--- config.mk ---
export PLATFORM = sky130hd
export DESIGN_NAME = framed_session_handshake
export DESIGN_NICKNAME = d
export VERILOG_FILES = /design/src/rtl/fsh_pkg.sv /design/src/rtl/fsh_front.sv /design/src/rtl/fsh_back.sv /design/src/rtl/fsh_queue.sv /design/src/rtl/framed_session_handshake.sv
export SDC_FILE = /design/constraint.sdc
export NUM_CORES = 2
export LEC_CHECK = 0
export BUFFER_PORTS_ARGS = -buffer_cell sky130_fd_sc_hd__clkbuf_2
export CORE_ASPECT_RATIO = 0.8
export CORE_MARGIN = 2
export CORE_UTILIZATION = 60
export DETAILED_ROUTE_END_ITERATION = 8
export HOLD_SLACK_MARGIN = 0.06
export PLACE_DENSITY = 0.78
export SKIP_LAST_GASP = 1
export SYNTH_ARGS = -nofsm -noshare
export SYNTH_HDL_FRONTEND = slang
export SYNTH_SLANG_ARGS = --single-unit
--- constraint.sdc ---
create_clock -name clk -period 30.2 [get_ports clk]
set_input_delay 3.02 -clock clk [delete_from_list [all_inputs] [get_ports clk]]
set_output_delay 3.02 -clock clk [all_outputs]
set_load 0.005 [all_outputs]
--- src/rtl/fsh_pkg.sv ---
// ----------------------------------------------------------------------------
// Framed session handshake package
// Shared transaction types, codes and command descriptors.
// ----------------------------------------------------------------------------
`default_nettype none
package fsh_pkg;

    typedef enum logic [2:0] {
        OP_RX     = 3'd0,
        OP_START  = 3'd1,
        OP_TICK   = 3'd2,
        OP_CLOSED = 3'd3,
        OP_REJECT = 3'd4
    } op_t;

    localparam logic [1:0] KIND_TX    = 2'd0;
    localparam logic [1:0] KIND_APP   = 2'd1;
    localparam logic [1:0] KIND_EVENT = 2'd2;
    localparam logic [1:0] KIND_EMPTY = 2'd3;

    localparam logic [2:0] EV_NONE     = 3'd0;
    localparam logic [2:0] EV_VERIFIED = 3'd1;
    localparam logic [2:0] EV_REJECTED = 3'd2;
    localparam logic [2:0] EV_DISCONN  = 3'd3;
    localparam logic [2:0] EV_CLOSEREQ = 3'd4;

    localparam logic [2:0] ST_CONNECTED  = 3'd0;
    localparam logic [2:0] ST_HELLO_SENT = 3'd1;
    localparam logic [2:0] ST_AWAIT      = 3'd2;
    localparam logic [2:0] ST_VERIFIED   = 3'd3;
    localparam logic [2:0] ST_GOAWAY     = 3'd4;
    localparam logic [2:0] ST_CLOSED     = 3'd5;

    localparam logic [7:0] TYPE_HELLO    = 8'h01;
    localparam logic [7:0] TYPE_VERIFIED = 8'h02;
    localparam logic [7:0] TYPE_GOAWAY   = 8'h03;
    localparam logic [31:0] HELLO_LEN    = 32'd25;

    localparam logic [7:0] WHY_SELF     = 8'd1;
    localparam logic [7:0] WHY_CLUSTER  = 8'd2;
    localparam logic [7:0] WHY_DUP      = 8'd3;
    localparam logic [7:0] WHY_PROTOCOL = 8'd4;
    localparam logic [7:0] WHY_TIMEOUT  = 8'd5;

    localparam logic [2:0] REG_RUN     = 3'd0;
    localparam logic [2:0] REG_CLUSTER = 3'd1;
    localparam logic [2:0] REG_NODE    = 3'd2;
    localparam logic [2:0] REG_TIMEOUT = 3'd3;
    localparam logic [2:0] REG_MAXLEN  = 3'd4;

    typedef struct packed {
        logic [2:0] operation;
        logic [7:0] rx_byte;
        logic       peer_duplicate;
        logic [7:0] reject_code;
    } in_item_t;

    typedef struct packed {
        logic [1:0]  kind;
        logic [7:0]  data_byte;
        logic [2:0]  event_code;
        logic        last;
        logic [2:0]  session_state;
        logic [7:0]  reject_reason;
        logic [63:0] peer_run_id;
        logic [63:0] peer_cluster_id;
        logic [63:0] peer_node_id;
        logic        peer_id_valid;
    } out_item_t;

    // One command from the front to the back: a sequence of result segments.
    // Segments are emitted in order: app/empty byte, VERIFIED frame, HELLO
    // frame, GOAWAY frame, first event, second event. Status is the snapshot
    // after the transaction.
    typedef struct packed {
        logic        app;       // single application byte or empty message
        logic [1:0]  app_kind;
        logic [7:0]  app_byte;
        logic        app_last;
        logic        ver;       // VERIFIED frame, 5 bytes
        logic        hello;     // HELLO frame, 29 bytes
        logic        goaway;    // GOAWAY frame, 6 bytes
        logic [7:0]  why;
        logic [2:0]  ev1;
        logic [2:0]  ev2;
        logic [2:0]  session_state;
        logic [7:0]  reject_reason;
        logic [63:0] peer_run_id;
        logic [63:0] peer_cluster_id;
        logic [63:0] peer_node_id;
        logic        peer_id_valid;
        logic [63:0] hello_run;
        logic [63:0] hello_cluster;
        logic [63:0] hello_node;
    } cmd_t;

endpackage
`default_nettype wire

--- src/rtl/fsh_front.sv ---
// ----------------------------------------------------------------------------
// Framed session handshake front end
// Parses received bytes, runs the session state machine and issues commands.
// ----------------------------------------------------------------------------
`default_nettype none
module fsh_front
    import fsh_pkg::*;
(
    input  wire logic     clk,
    input  wire logic     rst_n,
    input  wire logic     cfg_valid,
    output logic          cfg_ready,
    input  wire logic [2:0]  cfg_index,
    input  wire logic [63:0] cfg_data,
    input  wire in_item_t in_item,
    input  wire logic     in_fire,
    output cmd_t          cmd,
    output logic          cmd_emit
);

    logic [63:0] run_reg, cluster_reg, node_reg;
    logic [31:0] timeout_reg, maxlen_reg;
    logic [2:0]  st_reg, st_next;
    logic [7:0]  why_reg, why_next;
    logic        open_reg, open_next;
    logic [2:0]  hc_reg, hc_next;
    logic [31:0] flen_reg, flen_next;
    logic [31:0] pc_reg, pc_next;
    logic [7:0]  mt_reg, mt_next;
    logic [63:0] stg_reg [3];
    logic [63:0] stg_next [3];
    logic [63:0] pid_reg [3];
    logic [63:0] pid_next [3];
    logic        pv_reg, pv_next;
    logic        arm_reg, arm_next;
    logic [31:0] tc_reg, tc_next;
    cmd_t        c;

    assign cfg_ready = 1'b1;

    always_comb
    begin
        logic [31:0] fl;
        logic [31:0] idx;
        logic [4:0]  sh;
        logic        rej;
        logic [7:0]  rwhy;
        logic [1:0]  sel;
        st_next = st_reg; why_next = why_reg; open_next = open_reg;
        hc_next = hc_reg; flen_next = flen_reg; pc_next = pc_reg; mt_next = mt_reg;
        stg_next = stg_reg; pid_next = pid_reg; pv_next = pv_reg;
        arm_next = arm_reg; tc_next = tc_reg;
        rej = 1'b0; rwhy = 8'd0; fl = 32'd0; idx = 32'd0; sh = 5'd0; sel = 2'd0;
        c = '0;
        case (in_item.operation)
            OP_RX:
            begin
                if (st_reg != ST_GOAWAY && st_reg != ST_CLOSED) begin
                    if (hc_reg < 3'd4) begin
                        fl = (hc_reg == 3'd0) ? 32'd0 : flen_reg;
                        sh = {hc_reg[1:0], 3'b000};
                        fl = fl | ({24'd0, in_item.rx_byte} << sh);
                        flen_next = fl;
                        hc_next = hc_reg + 3'd1;
                        if (hc_reg == 3'd3) begin
                            stg_next[0] = '0; stg_next[1] = '0; stg_next[2] = '0;
                            pc_next = '0; mt_next = '0;
                            if (fl > maxlen_reg) begin
                                rej = 1'b1; rwhy = WHY_PROTOCOL;
                            end else if (fl == 32'd0) begin
                                hc_next = '0;
                                if (st_reg == ST_VERIFIED) begin
                                    c.app = 1'b1; c.app_kind = KIND_EMPTY; c.app_last = 1'b1;
                                end else begin
                                    rej = 1'b1; rwhy = WHY_PROTOCOL;
                                end
                            end
                        end
                    end else begin
                        idx = pc_reg;
                        pc_next = pc_reg + 32'd1;
                        if (st_reg == ST_VERIFIED) begin
                            c.app = 1'b1; c.app_kind = KIND_APP;
                            c.app_byte = in_item.rx_byte;
                            c.app_last = (pc_next == flen_reg);
                            if (pc_next == flen_reg) hc_next = '0;
                        end else begin
                            if (idx == 32'd0) mt_next = in_item.rx_byte;
                            else if (idx <= 32'd24) begin
                                idx = idx - 32'd1;
                                sel = idx[4:3];
                                stg_next[sel] = stg_reg[sel] |
                                    ({56'd0, in_item.rx_byte} << {idx[2:0], 3'b000});
                            end
                            if (pc_next == flen_reg) begin
                                hc_next = '0;
                                if (mt_next == TYPE_HELLO) begin
                                    if (st_reg != ST_AWAIT) begin
                                        if (flen_reg < HELLO_LEN) begin
                                            rej = 1'b1; rwhy = WHY_PROTOCOL;
                                        end else begin
                                            pid_next = stg_next; pv_next = 1'b1;
                                            if (stg_next[0] == run_reg) begin
                                                rej = 1'b1; rwhy = WHY_SELF;
                                            end else if (stg_next[1] != cluster_reg) begin
                                                rej = 1'b1; rwhy = WHY_CLUSTER;
                                            end else if (in_item.peer_duplicate) begin
                                                rej = 1'b1; rwhy = WHY_DUP;
                                            end else if (!open_reg) begin
                                                rej = 1'b1; rwhy = WHY_PROTOCOL;
                                            end else begin
                                                c.ver = 1'b1;
                                                c.hello = (st_reg == ST_CONNECTED);
                                                st_next = ST_AWAIT;
                                            end
                                        end
                                    end
                                end else if (mt_next == TYPE_VERIFIED) begin
                                    if (st_reg != ST_AWAIT) begin
                                        rej = 1'b1; rwhy = WHY_PROTOCOL;
                                    end else begin
                                        arm_next = 1'b0; st_next = ST_VERIFIED;
                                        c.ev1 = EV_VERIFIED;
                                    end
                                end else if (mt_next == TYPE_GOAWAY) begin
                                    if (flen_reg >= 32'd2) why_next = stg_next[0][7:0];
                                    st_next = ST_CLOSED;
                                    c.ev1 = EV_REJECTED;
                                end else begin
                                    rej = 1'b1; rwhy = WHY_PROTOCOL;
                                end
                            end
                        end
                    end
                end
            end
            OP_START:
            begin
                if (st_reg == ST_CONNECTED) begin
                    if (timeout_reg != 32'd0) begin
                        arm_next = 1'b1; tc_next = timeout_reg;
                    end
                    if (open_reg) begin
                        c.hello = 1'b1; st_next = ST_HELLO_SENT;
                    end
                end
            end
            OP_TICK:
            begin
                if (arm_reg) begin
                    tc_next = (tc_reg != 32'd0) ? tc_reg - 32'd1 : tc_reg;
                    if (tc_next == 32'd0) begin
                        arm_next = 1'b0;
                        if (st_reg <= ST_AWAIT) begin
                            rej = 1'b1; rwhy = WHY_TIMEOUT;
                        end
                    end
                end
            end
            OP_CLOSED:
            begin
                open_next = 1'b0; arm_next = 1'b0; st_next = ST_CLOSED;
                c.ev1 = EV_DISCONN;
            end
            OP_REJECT:
            begin
                rej = 1'b1; rwhy = in_item.reject_code;
            end
            default:
            begin
            end
        endcase
        // Rejection overrides any partial effects except peer id capture.
        if (rej && st_reg != ST_GOAWAY && st_reg != ST_CLOSED) begin
            c.ver = 1'b0; c.hello = 1'b0; c.app = 1'b0;
            c.goaway = open_reg; c.why = rwhy;
            st_next = ST_GOAWAY; why_next = rwhy;
            hc_next = '0; pc_next = '0;
            c.ev1 = EV_REJECTED;
            c.ev2 = open_reg ? EV_CLOSEREQ : EV_NONE;
            open_next = 1'b0;
        end
        c.session_state = st_next;
        c.reject_reason = why_next;
        c.peer_run_id = pid_next[0];
        c.peer_cluster_id = pid_next[1];
        c.peer_node_id = pid_next[2];
        c.peer_id_valid = pv_next;
        c.hello_run = run_reg;
        c.hello_cluster = cluster_reg;
        c.hello_node = node_reg;
    end

    assign cmd = c;
    assign cmd_emit = c.app | c.ver | c.hello | c.goaway | (c.ev1 != EV_NONE);

    always_ff @(posedge clk or negedge rst_n)
    begin
        if (!rst_n) begin
            run_reg <= '0; cluster_reg <= '0; node_reg <= '0;
            timeout_reg <= 32'd5000; maxlen_reg <= 32'd67108864;
            st_reg <= ST_CONNECTED; why_reg <= '0; open_reg <= 1'b1;
            hc_reg <= '0; flen_reg <= '0; pc_reg <= '0; mt_reg <= '0;
            stg_reg[0] <= '0; stg_reg[1] <= '0; stg_reg[2] <= '0;
            pid_reg[0] <= '0; pid_reg[1] <= '0; pid_reg[2] <= '0;
            pv_reg <= 1'b0; arm_reg <= 1'b0; tc_reg <= '0;
        end else begin
            if (cfg_valid) begin
                case (cfg_index)
                    REG_RUN:     run_reg <= cfg_data;
                    REG_CLUSTER: cluster_reg <= cfg_data;
                    REG_NODE:    node_reg <= cfg_data;
                    REG_TIMEOUT: timeout_reg <= cfg_data[31:0];
                    REG_MAXLEN:  maxlen_reg <= cfg_data[31:0];
                    default:     ;
                endcase
            end
            if (in_fire) begin
                st_reg <= st_next; why_reg <= why_next; open_reg <= open_next;
                hc_reg <= hc_next; flen_reg <= flen_next; pc_reg <= pc_next;
                mt_reg <= mt_next; stg_reg <= stg_next; pid_reg <= pid_next;
                pv_reg <= pv_next; arm_reg <= arm_next; tc_reg <= tc_next;
            end
        end
    end

endmodule
`default_nettype wire

--- src/rtl/fsh_back.sv ---
// ----------------------------------------------------------------------------
// Framed session handshake back end
// Expands one command into its sequence of result transactions.
// ----------------------------------------------------------------------------
`default_nettype none
module fsh_back
    import fsh_pkg::*;
(
    input  wire logic  clk,
    input  wire logic  rst_n,
    input  wire cmd_t  cmd,
    input  wire logic  cmd_valid,
    output logic       cmd_ready,
    output out_item_t  out_item,
    output logic       out_valid,
    input  wire logic  out_ready
);

    // Segment codes in emission order.
    typedef enum logic [2:0] {
        SEG_APP, SEG_VER, SEG_HELLO, SEG_GOAWAY, SEG_EV1, SEG_EV2, SEG_DONE
    } seg_t;

    seg_t       seg_reg;
    logic [4:0] pos_reg;
    logic       busy_reg;
    out_item_t  o;
    logic       seg_last;
    seg_t       nxt;
    seg_t       seg_cur;
    logic [4:0] pos_cur;

    function automatic logic seg_on(input cmd_t cm, input seg_t s);
        case (s)
            SEG_APP:    seg_on = cm.app;
            SEG_VER:    seg_on = cm.ver;
            SEG_HELLO:  seg_on = cm.hello;
            SEG_GOAWAY: seg_on = cm.goaway;
            SEG_EV1:    seg_on = (cm.ev1 != EV_NONE);
            SEG_EV2:    seg_on = (cm.ev2 != EV_NONE);
            default:    seg_on = 1'b0;
        endcase
    endfunction

    function automatic seg_t seg_after(input cmd_t cm, input seg_t s);
        seg_t r;
        r = SEG_DONE;
        if (s < SEG_EV2 && seg_on(cm, SEG_EV2)) r = SEG_EV2;
        if (s < SEG_EV1 && seg_on(cm, SEG_EV1)) r = SEG_EV1;
        if (s < SEG_GOAWAY && seg_on(cm, SEG_GOAWAY)) r = SEG_GOAWAY;
        if (s < SEG_HELLO && seg_on(cm, SEG_HELLO)) r = SEG_HELLO;
        if (s < SEG_VER && seg_on(cm, SEG_VER)) r = SEG_VER;
        return r;
    endfunction

    always_comb
    begin
        logic [191:0] ids;
        logic [4:0]   k;
        // A fresh command is decoded combinationally and starts at its first segment.
        seg_cur = busy_reg ? seg_reg : (cmd.app ? SEG_APP : seg_after(cmd, SEG_APP));
        pos_cur = busy_reg ? pos_reg : 5'd0;
        ids = {cmd.hello_node, cmd.hello_cluster, cmd.hello_run};
        k = pos_cur - 5'd5;
        o = '0;
        o.session_state = cmd.session_state;
        o.reject_reason = cmd.reject_reason;
        o.peer_run_id = cmd.peer_run_id;
        o.peer_cluster_id = cmd.peer_cluster_id;
        o.peer_node_id = cmd.peer_node_id;
        o.peer_id_valid = cmd.peer_id_valid;
        seg_last = 1'b1;
        case (seg_cur)
            SEG_APP:
            begin
                o.kind = cmd.app_kind; o.data_byte = cmd.app_byte; o.last = cmd.app_last;
            end
            SEG_VER:
            begin
                o.kind = KIND_TX;
                o.data_byte = (pos_cur == 5'd0) ? 8'd1 :
                              (pos_cur == 5'd4) ? TYPE_VERIFIED : 8'd0;
                o.last = (pos_cur == 5'd4);
                seg_last = o.last;
            end
            SEG_HELLO:
            begin
                o.kind = KIND_TX;
                if (pos_cur == 5'd0) o.data_byte = HELLO_LEN[7:0];
                else if (pos_cur < 5'd4) o.data_byte = 8'd0;
                else if (pos_cur == 5'd4) o.data_byte = TYPE_HELLO;
                else o.data_byte = ids[{k, 3'b000} +: 8];
                o.last = (pos_cur == 5'd28);
                seg_last = o.last;
            end
            SEG_GOAWAY:
            begin
                o.kind = KIND_TX;
                o.data_byte = (pos_cur == 5'd0) ? 8'd2 :
                              (pos_cur == 5'd4) ? TYPE_GOAWAY :
                              (pos_cur == 5'd5) ? cmd.why : 8'd0;
                o.last = (pos_cur == 5'd5);
                seg_last = o.last;
            end
            SEG_EV1:
            begin
                o.kind = KIND_EVENT; o.event_code = cmd.ev1;
                o.last = !seg_on(cmd, SEG_EV2);
            end
            SEG_EV2:
            begin
                o.kind = KIND_EVENT; o.event_code = cmd.ev2; o.last = 1'b1;
            end
            default: ;
        endcase
        nxt = seg_after(cmd, seg_cur);
    end

    assign out_item  = o;
    assign out_valid = cmd_valid;
    assign cmd_ready = out_valid && out_ready && seg_last && (nxt == SEG_DONE);

    always_ff @(posedge clk or negedge rst_n)
    begin
        if (!rst_n) begin
            seg_reg <= SEG_APP; pos_reg <= '0; busy_reg <= 1'b0;
        end else if (out_valid && out_ready) begin
            if (!seg_last) begin
                busy_reg <= 1'b1; seg_reg <= seg_cur; pos_reg <= pos_cur + 5'd1;
            end
            else if (nxt == SEG_DONE) busy_reg <= 1'b0;
            else begin
                busy_reg <= 1'b1; seg_reg <= nxt; pos_reg <= '0;
            end
        end
    end

    a_done_pops: assert property (@(posedge clk) disable iff (!rst_n)
        cmd_ready |-> out_valid && out_ready)
        else $error("command popped without final transaction");
    a_pos_range: assert property (@(posedge clk) disable iff (!rst_n)
        busy_reg |-> pos_reg <= 5'd28)
        else $error("frame position out of range");
    a_busy_valid: assert property (@(posedge clk) disable iff (!rst_n)
        busy_reg |-> cmd_valid)
        else $error("back end busy without a command");

endmodule
`default_nettype wire

--- src/rtl/fsh_queue.sv ---
// ----------------------------------------------------------------------------
// Framed session handshake command queue
// Small FIFO of commands between the front and back ends.
// ----------------------------------------------------------------------------
`default_nettype none
module fsh_queue
    import fsh_pkg::*;
#(
    parameter int unsigned DEPTH = 2
)
(
    input  wire logic clk,
    input  wire logic rst_n,
    input  wire cmd_t wr_data,
    input  wire logic wr_en,
    output logic      full,
    output cmd_t      rd_data,
    output logic      rd_valid,
    input  wire logic rd_en
);

    localparam int unsigned AW = (DEPTH > 1) ? $clog2(DEPTH) : 1;

    cmd_t              mem_reg [DEPTH];
    logic [AW-1:0]     wp_reg, rp_reg;
    logic [AW:0]       cnt_reg;

    assign full     = (cnt_reg == (AW+1)'(DEPTH));
    assign rd_valid = (cnt_reg != '0);
    assign rd_data  = mem_reg[rp_reg];

    always_ff @(posedge clk)
    begin
        if (wr_en) mem_reg[wp_reg] <= wr_data;
    end

    always_ff @(posedge clk or negedge rst_n)
    begin
        if (!rst_n) begin
            wp_reg <= '0; rp_reg <= '0; cnt_reg <= '0;
        end else begin
            if (wr_en) wp_reg <= (wp_reg == AW'(DEPTH - 1)) ? '0 : wp_reg + 1'b1;
            if (rd_en) rp_reg <= (rp_reg == AW'(DEPTH - 1)) ? '0 : rp_reg + 1'b1;
            cnt_reg <= cnt_reg + (AW+1)'(wr_en) - (AW+1)'(rd_en);
        end
    end

endmodule
`default_nettype wire

--- src/rtl/framed_session_handshake.sv ---
// ----------------------------------------------------------------------------
// Framed session handshake
// Length-prefixed frame parser and session handshake engine.
// ----------------------------------------------------------------------------
// Usage: input transactions carry received bytes, start, tick, close and
// local reject operations. The front end takes one input transaction per
// cycle while the queue is not full, updates the session state in the same
// cycle and pushes a command into a short queue whenever that input produces
// results. The back end expands each command into one to 34 output
// transactions, one per cycle while the receiver is ready: application bytes,
// transmit frames (VERIFIED 5, HELLO 29, GOAWAY 6 bytes) and events. Inputs
// that produce one result sustain one per cycle while the receiver is ready;
// a frame burst holds the input off once the queue of QUEUE_DEPTH commands
// fills. Reset sets state connected with the connection open and the
// registers to their defaults. When the receiver stalls, output holds steady
// and the input is taken until the queue is full. The configuration port is
// always ready and must be written only while the block is idle.
// ----------------------------------------------------------------------------
`default_nettype none
module framed_session_handshake
    import fsh_pkg::*;
#(
    parameter int unsigned QUEUE_DEPTH = 2
)
(
    input  wire logic        clk,
    input  wire logic        rst_n,
    input  wire logic        cfg_valid,
    output logic             cfg_ready,
    input  wire logic [2:0]  cfg_index,
    input  wire logic [63:0] cfg_data,
    input  wire logic        in_valid,
    output logic             in_ready,
    input  wire in_item_t    in_item,
    output logic             out_valid,
    input  wire logic        out_ready,
    output out_item_t        out_item
);

    cmd_t fr_cmd, q_cmd;
    logic fr_emit, q_full, q_valid, bk_ready, in_fire;

    assign in_ready = !q_full;
    assign in_fire  = in_valid && in_ready;

    fsh_front u_front (
        .clk(clk), .rst_n(rst_n),
        .cfg_valid(cfg_valid), .cfg_ready(cfg_ready),
        .cfg_index(cfg_index), .cfg_data(cfg_data),
        .in_item(in_item), .in_fire(in_fire),
        .cmd(fr_cmd), .cmd_emit(fr_emit)
    );

    fsh_queue #(.DEPTH(QUEUE_DEPTH)) u_queue (
        .clk(clk), .rst_n(rst_n),
        .wr_data(fr_cmd), .wr_en(in_fire && fr_emit), .full(q_full),
        .rd_data(q_cmd), .rd_valid(q_valid), .rd_en(bk_ready)
    );

    fsh_back u_back (
        .clk(clk), .rst_n(rst_n),
        .cmd(q_cmd), .cmd_valid(q_valid), .cmd_ready(bk_ready),
        .out_item(out_item), .out_valid(out_valid), .out_ready(out_ready)
    );

    a_no_overflow: assert property (@(posedge clk) disable iff (!rst_n)
        q_full |-> !in_fire)
        else $error("queue written while full");
    a_hold: assert property (@(posedge clk) disable iff (!rst_n)
        out_valid && !out_ready |=> out_valid && $stable(out_item))
        else $error("output changed while stalled");
    a_pop_valid: assert property (@(posedge clk) disable iff (!rst_n)
        bk_ready |-> q_valid)
        else $error("queue popped while empty");

endmodule
`default_nettype wire

## Word-level counts from Yosys, hierarchy flattened

Memories as Yosys holds them, arrays and structs flattened.
Cells that the tools add are included.

- Register bits after elaboration: 774
- Bits in latches: 0
- Memory bits (writable): 850
- ROM bits: 0
- Word-level logic and storage cells: 376
- Memories: 1

- Add/subtract/negate cells: 10
- Multiply operators: 0
- Divide/modulo/power cells: 0
- $lt $le $gt $ge: 14
- Equality and inequality tests: 43
- Shifts and indexed selects: 3
- Muxes and demuxes: 220
- Bitwise logic cells: 7
- Reduce and logical (&&, ||, !) cells: 51

Memory list:

| memory | words | width | read ports | clocked after memory_dff | wr ports | RTL line | RTL |
|---|---|---|---|---|---|---|---|
| u_queue.mem_reg | 2 | 425 | 1 | 0 | 1 | fsh_queue.sv:24 | `cmd_t mem_reg [DEPTH];` |

Operators with widths:

| operator | number |
|---|---|
| $mux W192 | 17 |
| $mux W8 | 42 |
| $mux W32 | 10 |
| $bwmux W192 | 1 |
| $mux W64 | 3 |
| $shiftx A192 B9 Y8 | 1 |
| $mux W3 | 53 |
| $bmux W64 S2 | 1 |
| $demux W64 S2 | 1 |
| $logic_not A32 Y1 | 3 |
| $eq A64 B64 Y1 | 1 |
| $ne A64 B64 Y1 | 1 |
| $or A64 B64 Y64 | 1 |
| $pmux W32 S2 | 1 |
| $reduce_bool A32 Y1 | 2 |
| $shl A8 B6 Y64 | 1 |
| $mux W1 | 58 |
| $add A32 B1 Y32 const B | 1 |
| $eq A32 B32 Y1 | 1 |
| $ge A32 B2 Y1 const B | 1 |
| $gt A32 B32 Y1 | 1 |
| $le A32 B5 Y1 const B | 1 |
| $lt A32 B5 Y1 const B | 1 |
| $or A32 B32 Y32 | 1 |
| 56 further kinds | 144 |

## Depth between registers and ports, before layout

- Word-level depth: 34
- Gate-level depth with buffers: 27

## Modules after synthesis

A second synthesis with hierarchy kept.

- Cells, all modules: 6672
- Area total of the unflattened synthesis: 78893.2 sq um

By module, submodules not included:

| module | times used | cells each | area each (sq um) | seq. area each (sq um) |
|---|---|---|---|---|
| fsh_front | 1 | 4842 | 43600.6 | 19052.0 |
| fsh_queue | 1 | 1337 | 30844.6 | 25624.6 |
| fsh_back | 1 | 490 | 4429.2 | 225.2 |
| framed_session_handshake | 1 | 3 | 18.8 | 0.0 |

## Worst setup path before layout

No wires, ideal clock.

- Path kind: input to register
- From: input port in_item[10] in the netlist's numbering
- To: memory u_queue.mem_reg[0][0] in the netlist's numbering, enable pin
- Setup time: 1212 ps
- Data arrival time: 23723 ps
- Slack: 5265 ps
- Cell stages on the path: 16
- Path buffers: 2
- Cell sequence: clkbuf_1 clkbuf_1 a22o_1 ha_1 a21o_1 a21o_1 a2111oi_0 o22ai_1 o31ai_1 a21oi_1 nand2b_1 or4_1 o21ai_0 a211oi_1 a41o_2 nor2_1

- Cells in the longest elaborated chain, start to end: 30
- Elaborated cells between the ends (all ways): 73
- Those cells by class: order compare (1); eq/ne (5); shift (2); mux (54); bitwise (6); reduce/logical (5)

Ends and longest elaborated chain:

| item | RTL line | RTL |
|---|---|---|
| from (decl) | framed_session_handshake.sv:34 | `input wire in_item_t in_item,` |
| $shl A8 B6 Y64 | fsh_front.sv:93 | `({56'd0, in_item.rx_byte} << {idx[2:0], 3'b000});` |
| $or A64 B64 Y64 | fsh_front.sv:92 | `stg_next[sel] = stg_reg[sel] \|` |
| $bwmux W192 | fsh_front.sv:92 |  |
| $mux W192 | fsh_front.sv:89 | `else if (idx <= 32'd24) begin` |
| $mux W192 | fsh_front.sv:88 | `if (idx == 32'd0) mt_next = in_item.rx_byte;` |
| $mux W192 | fsh_front.sv:82 | `if (st_reg == ST_VERIFIED) begin` |
| $mux W192 | fsh_front.sv:59 | `if (hc_reg < 3'd4) begin` |
| $mux W192 | fsh_front.sv:58 | `if (st_reg != ST_GOAWAY && st_reg != ST_CLOSED) begin` |
| [11 not listed] | n/a |  |
| $pmux W1 S3 | fsh_front.sv:55 | `case (in_item.operation)` |
| $logic_and A1 B1 Y1 (2 in a row) | fsh_front.sv:174 | `if (rej && st_reg != ST_GOAWAY && st_reg != ST_CLOSED) begin` |
| $mux W1 or $mux W17 (tied branches) | fsh_front.sv:174 |  |
| $or A1 B1 Y1 (3 in a row) | fsh_front.sv:195 | `assign cmd_emit = c.app \| c.ver \| c.hello \| c.goaway \| (c.ev1 != EV_NONE);` |
| $or A1 B1 Y1 (*) | fsh_front.sv:195 |  |
| $logic_and A1 B1 Y1 (*) | framed_session_handshake.sv:56 | `.wr_data(fr_cmd), .wr_en(in_fire && fr_emit), .full(q_full),` |
| $mux W1 (*) | fsh_queue.sv:34 | `if (wr_en) mem_reg[wp_reg] <= wr_data;` |
| $mux W1 (not written as such) (*) | fsh_queue.sv:34 |  |
| to (decl) | fsh_queue.sv:24 |  |

Mark *: on every way between the ends. The rest lies on a longest branch, timed or not. The select of a mux whose other input is x is not followed.

## Final worst setup path

- From: input port in_item[10] in the netlist's numbering
- To: memory u_queue.mem_reg[1][329] in the netlist's numbering, enable pin

The elaborated chain is that of the path after synthesis.

==> results <==
- The first-pass GRT wire length is 401400 microns.
- For this run, the number of Yosys warnings is 0.
- The total of max-cap violations is 0.
- The cell area reported after detailed placement is 77740 sq um.
- After the last flow step, the layout net total stands at 6506.
- For the worst setup path, the data required time is 30.60 ns.
- The dominant cell by count in the synthesized netlist is sky130_fd_sc_hd__edfxtp_1.
- The core occupancy in the finished layout is 67.47%.
- The worst-case clock buffer depth is 3.
- In this run the cell area of the synthesized design comes to 74530 sq um.
- Ranked by total cell area, the synthesized netlist is headed by sky130_fd_sc_hd__edfxtp_1 (34%), sky130_fd_sc_hd__dfrtp_1 (26%), sky130_fd_sc_hd__mux2_2 (6.8%).
- The met1 usage in global routing is 64.70%.
- The root buffer cell is sky130_fd_sc_hd__clkbuf_16.
- Pin placement for this block handled 313 I/O pins.
- The most area-hungry cell type in the Yosys netlist is sky130_fd_sc_hd__edfxtp_1.
- In this run the worst path has a maximum fanout of 154.
- The detail route stage leaves a number of antenna-violating nets equal to 0.
- Of the available clock period, the critical path in the final layout requires 38.71%.
- The number of nets in the synthesized netlist is 6322.
- The flow ran to the end, and the final reports show no timing, DRC or antenna violations.
- The initial antenna violation count is 36.
- On the final layout, the worst clock skew is 0.05729 ns.
- The floorplan step set the die width to 398.0 microns.
- The met2 layer usage reported by global route is 62.50%.
- The met3 routing resource usage after global routing is 17.12%.
- After clock tree synthesis, the clock-pin slew on the worst setup and hold paths is 0.06 ns.
- Setup repair after global routing left no endpoint under its margin.
- The y dimension of the die is 319.2 microns.
- The overall routing resource usage is 45.24%.
- The count of port buffers added during placement is 311.
- The data arrival time at the worst-slack endpoint is 12.09 ns.
- The final number of hold-violating endpoints is 0.
- The number of different library cells in the post-synthesis netlist is 103.
- The global placement routability congestion is 1.081.
- The flop and latch count out of synthesis is 1616.
- The detail-routed net length per standard cell is 35.20 microns.
- The region available for standard cell placement spans 123000 sq um.
- The final instance area is 83000 sq um.
- The register with the most flip-flops in the layout has 842 of them.
- The proportion of synthesized chip area in sequential cells is 59.92%.
- The most used routing layer in global routing is met1.
- Sorting the synthesized cells by how often they occur yields sky130_fd_sc_hd__edfxtp_1 (842), sky130_fd_sc_hd__nand2_1 (811), sky130_fd_sc_hd__dfrtp_1 (767).
- For this design, the CTS-stage hold fixing added 0 buffers.
- The sort of element at the end of the critical path is a flop.
- Buffers inserted during clock tree synthesis total 153.
- The routed design could run at a clock period as short as 11.69 ns.
- In this run the post-CTS setup repair buffer count came out at 0.
- The clock tree from TritonCTS is yes.
- Summed over all cells, the static leakage comes to 31.62 nW.
- The sort of element at the start of the critical path is an input pin.
- For the pin with the worst max-slew slack, the measured transition is 1.368 ns.
- The via count of the first global-routing pass is 52.97k.
- After detailed routing, the total wire length is 287600 microns.
- The number of cells upsized or downsized after cts is 0.
- The detailed router finished its first iteration with 8948 violations.
- Counting every sink on the clock net gives 1616.
- The routed layout has 56.15k vias.
- The synthesized design contains 842 enable-type register cells.
- The main flop type after synthesis is sky130_fd_sc_hd__edfxtp_1.
- The total of endpoints with negative setup slack in the final report is 0.
- Entering global routing, the biggest net connects 204 pins.
- In this run the worst hold path is classified as reg2reg.
- The proportion of netlist area held by the largest area contributor is 33.92%.
- The per-cell via count in the routed design is 6.873.
- The number of levels in the clock H-tree is 4.
- Compared with the post-synthesis result, the final layout area differs by 11.37%.
- The final total negative setup slack is 0 ns.
- The number of stages on the worst hold path is 0.
- The HPWL reported at the end of detailed placement is 203300 microns.
- The floorplan step defined a die boundary enclosing 127100 sq um.
- The worst setup path category is in2reg.
- The final number of max-transition violations came to 0.
- The worst pin sits at a relative slew slack of 6.224%.
- The effective utilization at floorplan is 60.58%.
- Dividing total power by cell area gives a power density of 82.35 nW/um^2.
- Global routing finished with a remaining overflow of 0.
- The overall power is 6.835 mW.
- The post-synthesis async set-or-reset flop share is 47.90%.
- The depth of the worst register-to-register path is 22.
- The floorplan has 115 rows.
- The worst-case IR drop observed on VDD is 0.00005858 V.
- After detailed routing, the number of remaining DRC violations is 0.
- The first-pass iteration count of the detailed router is 6.
- The maximum frequency from static timing analysis is 0.08555 GHz.
- The latest clock arrival within the worst-skew pair is 0.83 ns.
- The fraction of final layout cells sized beyond drive strength 1 is 20.97%.
- The cell count after synthesis came out at 6184.
- The average instance in the mapped netlist occupies 12.05 sq um.
[power by group]
part / switching, mW / leakage (nW) / internal [mW]
registers: 0.293 / 17.9 / 2.52
logic: 1.27 / 11.2 / 0.744
clock network: 0.899 / 2.51 / 1.11
[per-stage QoR]
stage          setup slack, ns  hold slack (ns)  std cells
3_3_place_gp             18.44           0.4423       7851
2_1_floorplan            5.265           0.4247       6184
4_1_cts                  18.90           0.4589       8138
6_report                 18.51           0.4557       8169
5_1_grt                  18.40           0.4753       8141
3_5_place_dp             18.10           0.4535       7851
[layout make-up]
type | instances | area (sq um)
clock inverter | 79 | 969.7
tap | 1638 | 2049
fill | 8485 | 40020
clock buffer | 208 | 4218
sequential | 1616 | 44670
multi-input combinational | 4035 | 27940
antenna | 31 | 77.57
inverter | 115 | 434.2
timing repair buffer | 447 | 2650
[per-layer routing]
metal / vias up / part of all wire [%]
met5: - / 0.042
met4: 16 / 4.3
met3: 646 / 14
met2: 4169 / 42
met1: 28190 / 40
li1: 23120 / -
[critical path, cell delays in order]
cell	delay, ns
sky130_fd_sc_hd__clkbuf_2	0.09
sky130_fd_sc_hd__buf_4	0.38
sky130_fd_sc_hd__inv_1	0.23
sky130_fd_sc_hd__nor4_1	0.86
sky130_fd_sc_hd__a211oi_2	0.05
sky130_fd_sc_hd__buf_4	0.24
sky130_fd_sc_hd__o2bb2ai_1	0.13
sky130_fd_sc_hd__nor4_1	0.51
sky130_fd_sc_hd__and4_1	0.43
sky130_fd_sc_hd__a2bb2o_1	0.36
sky130_fd_sc_hd__nor4b_4	0.58
sky130_fd_sc_hd__o2111ai_2	0.27
sky130_fd_sc_hd__and2_1	0.58
sky130_fd_sc_hd__a41o_2	0.48
sky130_fd_sc_hd__nor2_4	0.36
sky130_fd_sc_hd__buf_12	0.67
sky130_fd_sc_hd__buf_4	0.87
sky130_fd_sc_hd__buf_4	0.84
sky130_fd_sc_hd__buf_4	0.75
[final timing paths]
kind,from,end,slack [ns]
worst max-delay path,in_item[10],u_queue.mem_reg[1][329]$_DFFE_PP_,18.51
worst min-delay path,u_front.node_reg[48]$_DFFE_PN0P_,u_queue.mem_reg[1][48]$_DFFE_PP_,0.46
max in group asynchronous,rst_n,u_front.pid_reg[140]$_DFFE_PN0P_,25.47
worst max register to register,u_front.pc_reg[0]$_DFFE_PN0P_,u_queue.mem_reg[1][329]$_DFFE_PP_,18.53
worst min register to register,u_front.node_reg[48]$_DFFE_PN0P_,u_queue.mem_reg[1][48]$_DFFE_PP_,0.46
min in group asynchronous,rst_n,u_front.tc_reg[31]$_DFFE_PN0P_,2.28
[cell usage in the layout (no fill, tap or decap), types with 35 or more instances in the layout]
cell | netlist | routed
sky130_fd_sc_hd__mux4_2 | 120 | 120
sky130_fd_sc_hd__clkbuf_16 | 0 | 155
sky130_fd_sc_hd__nor2_1 | 272 | 260
sky130_fd_sc_hd__nand2_1 | 811 | 805
sky130_fd_sc_hd__a21oi_1 | 287 | 285
sky130_fd_sc_hd__nand3_1 | 113 | 113
sky130_fd_sc_hd__nor3_1 | 61 | 57
sky130_fd_sc_hd__inv_1 | 114 | 114
sky130_fd_sc_hd__clkbuf_2 | 1 | 310
sky130_fd_sc_hd__clkbuf_1 | 331 | 39
sky130_fd_sc_hd__mux2_2 | 450 | 450
sky130_fd_sc_hd__o22ai_1 | 35 | 35
sky130_fd_sc_hd__dfrtp_1 | 767 | 766
sky130_fd_sc_hd__ha_1 | 46 | 45
sky130_fd_sc_hd__xor2_1 | 155 | 155
sky130_fd_sc_hd__a21o_1 | 36 | 36
sky130_fd_sc_hd__nor4_1 | 74 | 71
sky130_fd_sc_hd__nand4_1 | 62 | 62
sky130_fd_sc_hd__buf_4 | 7 | 131
sky130_fd_sc_hd__a22o_1 | 65 | 65
sky130_fd_sc_hd__xnor2_1 | 104 | 102
sky130_fd_sc_hd__edfxtp_1 | 842 | 842
sky130_fd_sc_hd__and3_1 | 39 | 39
sky130_fd_sc_hd__o21ai_0 | 750 | 747
sky130_fd_sc_hd__mux2i_1 | 74 | 74
[logic make-up after synthesis]
family	count (synthesis)	share of synthesized area [%]
multiplexers	645	11.43
AO/OA/AOI/OAI	1477	12.13
buffers and inverters	533	2.876
XOR/XNOR	260	3.065
other	1	0.005032
flip-flops	1616	59.92
AND/OR/NAND/NOR	1606	9.797
adder cells (fa/ha/maj)	46	0.7722
Power figures use the tool's default switching activity.
